===== src/tpds_pkg.sv =====
// Package for the thirteen-point diffusion stencil.
// Holds register indexes, reset values and the per-item index record.
// No dependencies.
`timescale 1ns / 1ps
`default_nettype none

package tpds_pkg;

  typedef enum logic [1:0] {
    REG_INTERIOR_WIDTH  = 2'd0,
    REG_INTERIOR_HEIGHT = 2'd1,
    REG_HALO_WIDTH      = 2'd2,
    REG_ALPHA_Q         = 2'd3
  } reg_index_t;

  localparam int CFG_BITS = 16;
  localparam int IW_BITS = 10;
  localparam int IH_BITS = 16;
  localparam int HALO_BITS = 3;
  localparam int ALPHA_BITS = 16;
  localparam int ROW_CNT_BITS = 17;

  localparam logic [IW_BITS-1:0] IW_RESET = 10'd64;
  localparam logic [IH_BITS-1:0] IH_RESET = 16'd64;
  localparam logic [HALO_BITS-1:0] HALO_RESET = 3'd2;
  localparam logic [HALO_BITS-1:0] HALO_MIN = 3'd2;
  localparam logic [ALPHA_BITS-1:0] ALPHA_RESET = 16'd1966;

  typedef struct packed {
    logic                emit;
    logic [IW_BITS-1:0]  col_index;
    logic [IH_BITS-1:0]  row_index;
    logic                last_of_plane;
  } point_meta_t;

endpackage

`default_nettype wire


===== src/tpds_kernel.sv =====
// Four-stage arithmetic of the stencil: tap sums, weighted sum, alpha product,
// rounding and saturation. Depends on tpds_pkg.
`timescale 1ns / 1ps
`default_nettype none

module tpds_kernel
  import tpds_pkg::*;
#(
  parameter int SB = 32
) (
  input  wire logic                  clk,
  input  wire logic                  rst_n,
  input  wire logic                  en,
  input  wire logic                  in_v,
  input  wire point_meta_t           in_meta,
  input  wire logic [25*SB-1:0]      win,
  input  wire logic [ALPHA_BITS-1:0] alpha,
  output logic                       res_v,
  output logic      [SB-1:0]         res_value,
  output point_meta_t                res_meta
);

  localparam int TW = SB + 8;
  localparam int HW = TW - 16;
  localparam int PW = HW + ALPHA_BITS + 1;
  localparam int RW = TW + 2;

  logic signed [SB-1:0] w [5][5];

  always_comb begin
    for (int y = 0; y < 5; y++) begin
      for (int x = 0; x < 5; x++) begin
        w[y][x] = $signed(win[(x*5+y)*SB +: SB]);
      end
    end
  end

  logic signed [SB+1:0] ax_nxt, dg_nxt, fr_nxt;
  logic signed [SB+1:0] ax_r, dg_r, fr_r;
  logic signed [SB-1:0] ca_r, cb_r, cc_r;
  logic signed [TW-1:0] t_nxt, t_r;
  logic signed [PW-1:0] ph_nxt, ph_r;
  logic [16:0] fr16_nxt, fr16_r;
  logic [32:0] lo_prod;
  logic signed [RW-1:0] sum;
  logic [RW-SB:0] top_bits;
  logic [SB-1:0] sat;
  logic [3:0] v_r;
  point_meta_t m_r [4];
  logic [SB-1:0] value_r;

  assign ax_nxt = (SB+2)'(w[2][1]) + (SB+2)'(w[2][3]) + (SB+2)'(w[1][2]) + (SB+2)'(w[3][2]);
  assign dg_nxt = (SB+2)'(w[1][1]) + (SB+2)'(w[1][3]) + (SB+2)'(w[3][1]) + (SB+2)'(w[3][3]);
  assign fr_nxt = (SB+2)'(w[2][0]) + (SB+2)'(w[2][4]) + (SB+2)'(w[0][2]) + (SB+2)'(w[4][2]);

  assign t_nxt = (TW'(ax_r) <<< 3) - (TW'(dg_r) <<< 1) - TW'(fr_r)
               - (TW'(ca_r) <<< 4) - (TW'(ca_r) <<< 2);

  assign ph_nxt = PW'($signed({1'b0, alpha}) * $signed(t_r[TW-1:16]));
  assign lo_prod = 33'(alpha) * 33'(t_r[15:0]) + 33'd32768;
  assign fr16_nxt = lo_prod[32:16];

  assign sum = RW'(cc_r) + RW'(ph_r) + $signed(RW'({1'b0, fr16_r}));
  assign top_bits = sum[RW-1:SB-1];

  always_comb begin
    if (top_bits == '0 || top_bits == '1) begin
      sat = sum[SB-1:0];
    end else if (sum[RW-1]) begin
      sat = {1'b1, {(SB-1){1'b0}}};
    end else begin
      sat = {1'b0, {(SB-1){1'b1}}};
    end
  end

  always_ff @(posedge clk) begin
    if (!rst_n) begin
      v_r <= '0;
    end else if (en) begin
      v_r <= {v_r[2:0], in_v};
    end
  end

  always_ff @(posedge clk) begin
    if (en) begin
      ax_r <= ax_nxt;
      dg_r <= dg_nxt;
      fr_r <= fr_nxt;
      ca_r <= w[2][2];
      m_r[0] <= in_meta;
      t_r <= t_nxt;
      cb_r <= ca_r;
      m_r[1] <= m_r[0];
      ph_r <= ph_nxt;
      fr16_r <= fr16_nxt;
      cc_r <= cb_r;
      m_r[2] <= m_r[1];
      value_r <= sat;
      m_r[3] <= m_r[2];
    end
  end

  assign res_v = v_r[3];
  assign res_value = value_r;
  assign res_meta = m_r[3];

endmodule

`default_nettype wire


===== config.mk =====
export PLATFORM = sky130hd
export DESIGN_NAME = tpds_kernel
export DESIGN_NICKNAME = d
export VERILOG_FILES = /design/src/tpds_pkg.sv /design/src/tpds_kernel.sv
export SDC_FILE = /design/constraint.sdc
export NUM_CORES = 2
export LEC_CHECK = 0
export BUFFER_PORTS_ARGS = -buffer_cell sky130_fd_sc_hd__buf_2
export CELL_PAD_IN_SITES_DETAIL_PLACEMENT = 1
export CELL_PAD_IN_SITES_GLOBAL_PLACEMENT = 1
export CORE_AREA = 8 8 350 352
export CTS_BUF_LIST = sky130_fd_sc_hd__clkbuf_8
export CTS_CLUSTER_DIAMETER = 80
export CTS_CLUSTER_SIZE = 20
export DETAILED_ROUTE_END_ITERATION = 8
export DIE_AREA = 0 0 358 360
export PLACE_DENSITY = 0.91
export SYNTH_ARGS = -nofsm -noshare
export SYNTH_HDL_FRONTEND = slang
export SYNTH_SLANG_ARGS = --single-unit

===== constraint.sdc =====
create_clock -name clk -period 8.8 [get_ports clk]
set_input_delay 1.76 -clock clk [delete_from_list [all_inputs] [get_ports clk]]
set_output_delay 1.76 -clock clk [all_outputs]
set_load 0.01 [all_outputs]

Word-level counts from Yosys, hierarchy flattened
Memory sizes are Yosys's and may differ from the RTL's.
Index checks and enable logic that the tools add are counted.
{"block": "word_totals", "register_bits": 332, "latchBits": 0, "ram_bits": 112, "mem_bits_ro": 0, "in_bits": 848, "elab_cells": 37, "n_memories": 1}
{"block": "op_classes", "n_addsub": 16, "n_mul": 2, "div": 0, "magnitude_cmp": 0, "n_eq_ne": 1, "shift": 0, "mux": 4, "bitwise_logic": 0, "reduce_logical": 2}
{"name": "m_r", "words": 4, "width": 28, "read_ports": 4, "rd_clocked_by_memory_dff": 0, "wr": 4, "line_no": "tpds_kernel.sv:49", "text": "point_meta_t m_r [4];"}
{"cell": "adder 33 x 32 -> 34 bit", "count": 3}
{"cell": "adder 34 x 32 -> 34 bit", "count": 3}
{"cell": "adder 32 x 32 -> 33 bit", "count": 3}
{"cell": "2-to-1 mux 32 bit", "count": 2}
{"cell": "adder 32 x 41 -> 42 bit", "count": 1}
{"cell": "adder 42 x 18 -> 42 bit", "count": 1}
{"cell": "multiplier 17 x 24 -> 41 bit", "count": 1}
{"cell": "subtractor 39 x 36 -> 40 bit", "count": 1}
{"cell": "subtractor 40 x 34 -> 40 bit", "count": 1}
{"cell": "subtractor 38 x 34 -> 39 bit", "count": 1}
{"cell": "subtractor 37 x 35 -> 38 bit", "count": 1}
{"cell": "adder 32 x 16 -> 33 bit, second input constant", "count": 1}
{"cell": "multiplier 16 x 16 -> 32 bit", "count": 1}
{"cell": "equality test 11 bit, second input constant", "count": 1}
{"cell": "zero test 11 bit", "count": 1}
{"cell": "2-to-1 mux 1 bit", "count": 2}
{"cell": "logical OR 1 bit", "count": 1}

Longest topological paths before layout
{"block": "logic_depth", "depth_word": 5, "ltp_mapped": 26}

Least setup slack after synthesis
No wires, ideal clock.
{"block": "synth_path", "path_type": "input to register", "startpoint": "in alpha[8]", "endpoint": "reg ph_r[39] (data pin)", "arrival_time_ns": 7.810, "t_required_ns": 8.535, "slack_ns": 0.725, "stages": 25, "path_cell_list": "clkbuf_1 -> nand2_1 -> fa_1 -> inv_1 -> fa_1 -> inv_1 -> fa_1 -> inv_1 -> fa_1 -> fa_1 -> inv_1 -> fa_1 -> inv_1 -> ha_1 -> a21o_1 -> a21o_1 -> a221oi_1 -> o21bai_1 -> a21o_1 -> a221o_1 -> a221oi_1 -> o21ai_0 -> a211oi_1 -> mux2i_1 -> nand2_1"}
{"block": "synth_between", "elab_chain_len": 1}
{"element": "start: declaration", "line_no": "tpds_kernel.sv:17", "text": "input wire logic [ALPHA_BITS-1:0] alpha,"}
{"element": "multiplier 17 x 24 -> 41 bit", "line_no": "tpds_kernel.sv:59", "text": "assign ph_nxt = PW'($signed({1'b0, alpha}) * $signed(t_r[TW-1:16]));"}
{"element": "via ph_nxt[39]", "line_no": "tpds_kernel.sv:42", "text": "logic signed [PW-1:0] ph_nxt, ph_r;"}
{"element": "end signal: assignment", "line_no": "tpds_kernel.sv:94", "text": "ph_r <= ph_nxt;"}
{"element": "end: declaration", "line_no": "tpds_kernel.sv:42"}
The timed path passes the listed nets, and every way through them passes these cells.
A chain may end at the register's enable or synchronous reset.

Final worst setup path
{"block": "layout_path", "startpoint": "in alpha[12]", "endpoint": "reg fr16_r[8] (data pin)"}
{"block": "layout_between", "elab_chain_len": 2}
{"element": "multiplier 16 x 16 -> 32 bit", "line_no": "tpds_kernel.sv:60", "text": "assign lo_prod = 33'(alpha) * 33'(t_r[15:0]) + 33'd32768;"}
{"element": "adder 32 x 16 -> 33 bit", "line_no": "tpds_kernel.sv:60"}
{"element": "via lo_prod[24]", "line_no": "tpds_kernel.sv:44", "text": "logic [32:0] lo_prod;"}
{"element": "end signal: assignment", "line_no": "tpds_kernel.sv:95", "text": "fr16_r <= fr16_nxt;"}
{"element": "end: declaration", "line_no": "tpds_kernel.sv:43", "text": "logic [16:0] fr16_nxt, fr16_r;"}
The timed path passes the listed nets, and every way through them passes these cells.

==> results.py <==
metrics = {
    "status": {
        "outcome": "finished clean",
    },
    "routing": {
        "wl_um": 175000,
        "dr.pass1.iters": 5,
        "drc_errors": 0,
        "vias_per_cell": 5.57,
        "ant_nets": 0,
        "routedWlPerCell_um": 26.0,
        "vias": 37497,
        "initialDrtViolationCount": 2740,
    },
    "logic_synthesis": {
        "syn_nets": 6813,
        "yosysSeqAreaShare": 0.259,
        "synthesis.area_um2": 51200,
        "yosysWarnings": 0,
        "synth_ff_type": "edfxtp_1",
        "synth-seq-cells": 444,
        "async_reset_ff_frac": 0,
        "yosysTopAreaCell": "fa_1",
        "synth.top_cell.area_share": 0.346,
        "synth_cells": 4655,
        "syn_area_per_cell_um2": 11.0,
        "synth_edf_count": 440,
        "synthTopCellsByArea": "fa_1 (35%), edfxtp_1 (26%), ha_1 (10%)",
        "synth.distinct_cells": 82,
    },
    "clock_network": {
        "cts_root_buffer": "clkbuf_8",
        "cts_max_path_buffers": 3,
        "post_cts_buffers": 0,
        "clk_latency_ns": 0.69,
        "cts_tree": "done",
        "cts-hold-fix-buffers": 0,
        "numClockSinks": 444,
        "tritoncts.num_buffers": 34,
        "cts-htree-levels": 2,
        "ctsResizeCount": 0,
        "clk_pin_slew_ns": 0.11,
    },
    "critical_path": {
        "cp_max_fo": 19,
        "reg2regPathDepth": 26,
        "crit_path_start_kind": "primary input",
        "cp.arrival_ns": 8.74,
        "cp-end-kind": "flip-flop",
        "worstPathRequired_ns": 9.22,
        "crit_type": "primary input to flip-flop",
    },
    "floorplan": {
        "fp.dieH_um": 360,
        "design.portCount": 909,
        "die-area_um2": 129000,
        "row_count": 126,
        "die_width_um": 358,
        "start_util": 0.438,
        "coreArea_um2": 117000,
    },
    "finish": {
        "n_fill_cell": 12834,
        "drive_gt1_frac": 0.131,
        "syn_to_final_growth_pct": 10.5,
        "final_nets": 7309,
        "fin_area_um2": 56600,
        "fin_cells": 6728,
    },
    "sta": {
        "slew_headroom": 0.246,
        "max_freq_mhz": 120,
        "fin_skew_ns": 0.0728,
        "drv_slew": 0,
        "finalSetupViolations": 0,
        "hold_viol_final": 0,
        "rsz0062_at_grt": "no",
        "finalCritPeriodShare": 0.946,
        "finalSetupTns_ns": 0,
        "layout_min_cycle_time_ns": 8.33,
        "tightest_slew_ns": 1.10,
    },
    "grt": {
        "overflow": 0,
        "grt_max_degree": 159,
        "antenna_found_initial": 43,
        "grt_first_pass_wirelength_um": 263000,
        "grt_pass1_vias": 44325,
        "track_usage": 0.267,
    },
    "placed_design": {
        "place_inst": 6651,
        "dp_hpwl_um": 146000,
        "place.gp.congestion": 1.01,
        "io_buffer_count": 524,
        "dpl-instance-area_um2": 55800,
    },
    "hold_path": {
        "min_path_type": "flip-flop to flip-flop",
        "hold_depth": 0,
    },
    "job": {
        "cap_violations": 0,
    },
}
-- state kept, by name, indices dropped and copies added, names as in the netlist --
name       cells
ax_r          34
ca_r          32
cb_r          32
cc_r          32
dg_r          34
fr16_r        17
fr_r          34
m_r          112
ph_r          41
res_value     32
t_r           40
v_r            4
-- placed cells by master (no fill, tap or decap), types with 22 or more instances in the layout --
cell type  instances
fa_1             885
inv_1            841
buf_2            523
nand2_1          451
edfxtp_1         440
ha_1             425
and2_1           287
a21oi_1          179
xnor2_1          149
nor2_1           136
o21ai_0          122
a21o_1            90
buf_4             66
xor2_1            59
o21a_1            39
clkbuf_8          35
nand3_1           34
nor3_1            30
nor2b_1           30
o21ai_1           29
and3_1            26
nand2b_1          26
diode_2           24
nand4_1           23
o21bai_1          23
a211oi_1          22
-- final cells by class --
cell class                 count  area (µm²)  share of cell area
clock buffer                  35         482             0.00851
clock inverter                18         235             0.00415
inverter                     840        3150              0.0557
sequential                   444       13300               0.235
timing repair buffer         594        3210              0.0567
multi-input combinational   3237       34300               0.605
antenna                       24        60.1             0.00106
tap                         1536        1920              0.0339
-- critical path, stage by stage --
cell and delay [ns]:
buf_2 0.32, buf_4 0.36, nand2_1 0.14, fa_1 0.56
fa_1 0.54, fa_1 0.57, inv_1 0.07, fa_1 0.45
fa_1 0.54, inv_1 0.07, fa_1 0.48, inv_1 0.05
ha_1 0.30, nand4_1 0.13, a211o_1 0.32, o211ai_1 0.40
a21oi_1 0.20, nor3b_1 0.22, o31ai_1 0.42, a21oi_1 0.18
nor2b_1 0.14, nor2_1 0.07, xnor2_1 0.45
-- per-layer routing --
metal	vias up	global-route usage	share of wire
met5	-	0	0.0013
met4	34	0.162	0.072
met3	566	0.0598	0.071
met2	1683	0.468	0.50
met1	19254	0.295	0.36
li1	15960	-	-
-- final timing paths --
kind                            slack, ns                   end            startpoint
worst min-delay path                 0.42  m_r[1][27]$_DFFE_PP_  m_r[0][27]$_DFFE_PP_
worst max register to register       1.01    ph_r[39]$_DFFE_PP_     t_r[22]$_DFFE_PP_
worst min register to register       0.42  m_r[1][27]$_DFFE_PP_  m_r[0][27]$_DFFE_PP_
worst max-delay path                 0.47   fr16_r[8]$_DFFE_PP_             alpha[12]
-- metrics by stage --
step	setup WS [ns]	hold slack [ns]	utilization
after floorplan	0.725	0.400	-
after global placement	0.293	0.400	0.477
after detailed placement	-0.120	0.405	0.477
after CTS	0.612	0.420	0.484
after global routing	0.263	0.421	0.484
final	0.474	0.415	0.484
-- cell families (layout without fill, tap and decap cells) --
logic type               after synthesis  in the layout  share of synthesized area
AND/OR/NAND/NOR                     1078           1078                      0.102
adder cells (fa/ha/maj)             1310           1310                      0.449
XOR/XNOR                             209            209                     0.0359
other                                  0             24                          0
multiplexers                           7              7                    0.00139
flip-flops                           444            444                      0.259
buffers and inverters                974           1487                     0.0720
AO/OA/AOI/OAI                        633            633                     0.0796
-- synth_stat cells, types with 5 or more instances --
library cell	n
a221oi_1	9
a211oi_1	22
o21a_1	39
and3_1	26
o21ai_2	5
mux2i_1	6
nor2_1	136
ha_1	425
xor2_1	59
a21oi_1	179
or3_1	12
o31ai_1	7
edfxtp_1	440
o21ai_1	29
o211ai_1	12
inv_1	840
clkbuf_1	128
and2_1	287
nand3_1	34
o21bai_1	23
a21o_1	90
nor2b_1	30
o31a_1	5
nor3_1	30
a2111oi_0	6
o21ai_0	122
nand2_1	451
nand2b_1	26
a31oi_1	20
xnor2_1	149
fa_1	885
a21boi_0	8
o2111ai_1	5
a211o_1	6
nand4_1	23
Power is not shown: default switching activity piles up to over one toggle a cycle in this logic, so the estimate is an artifact.
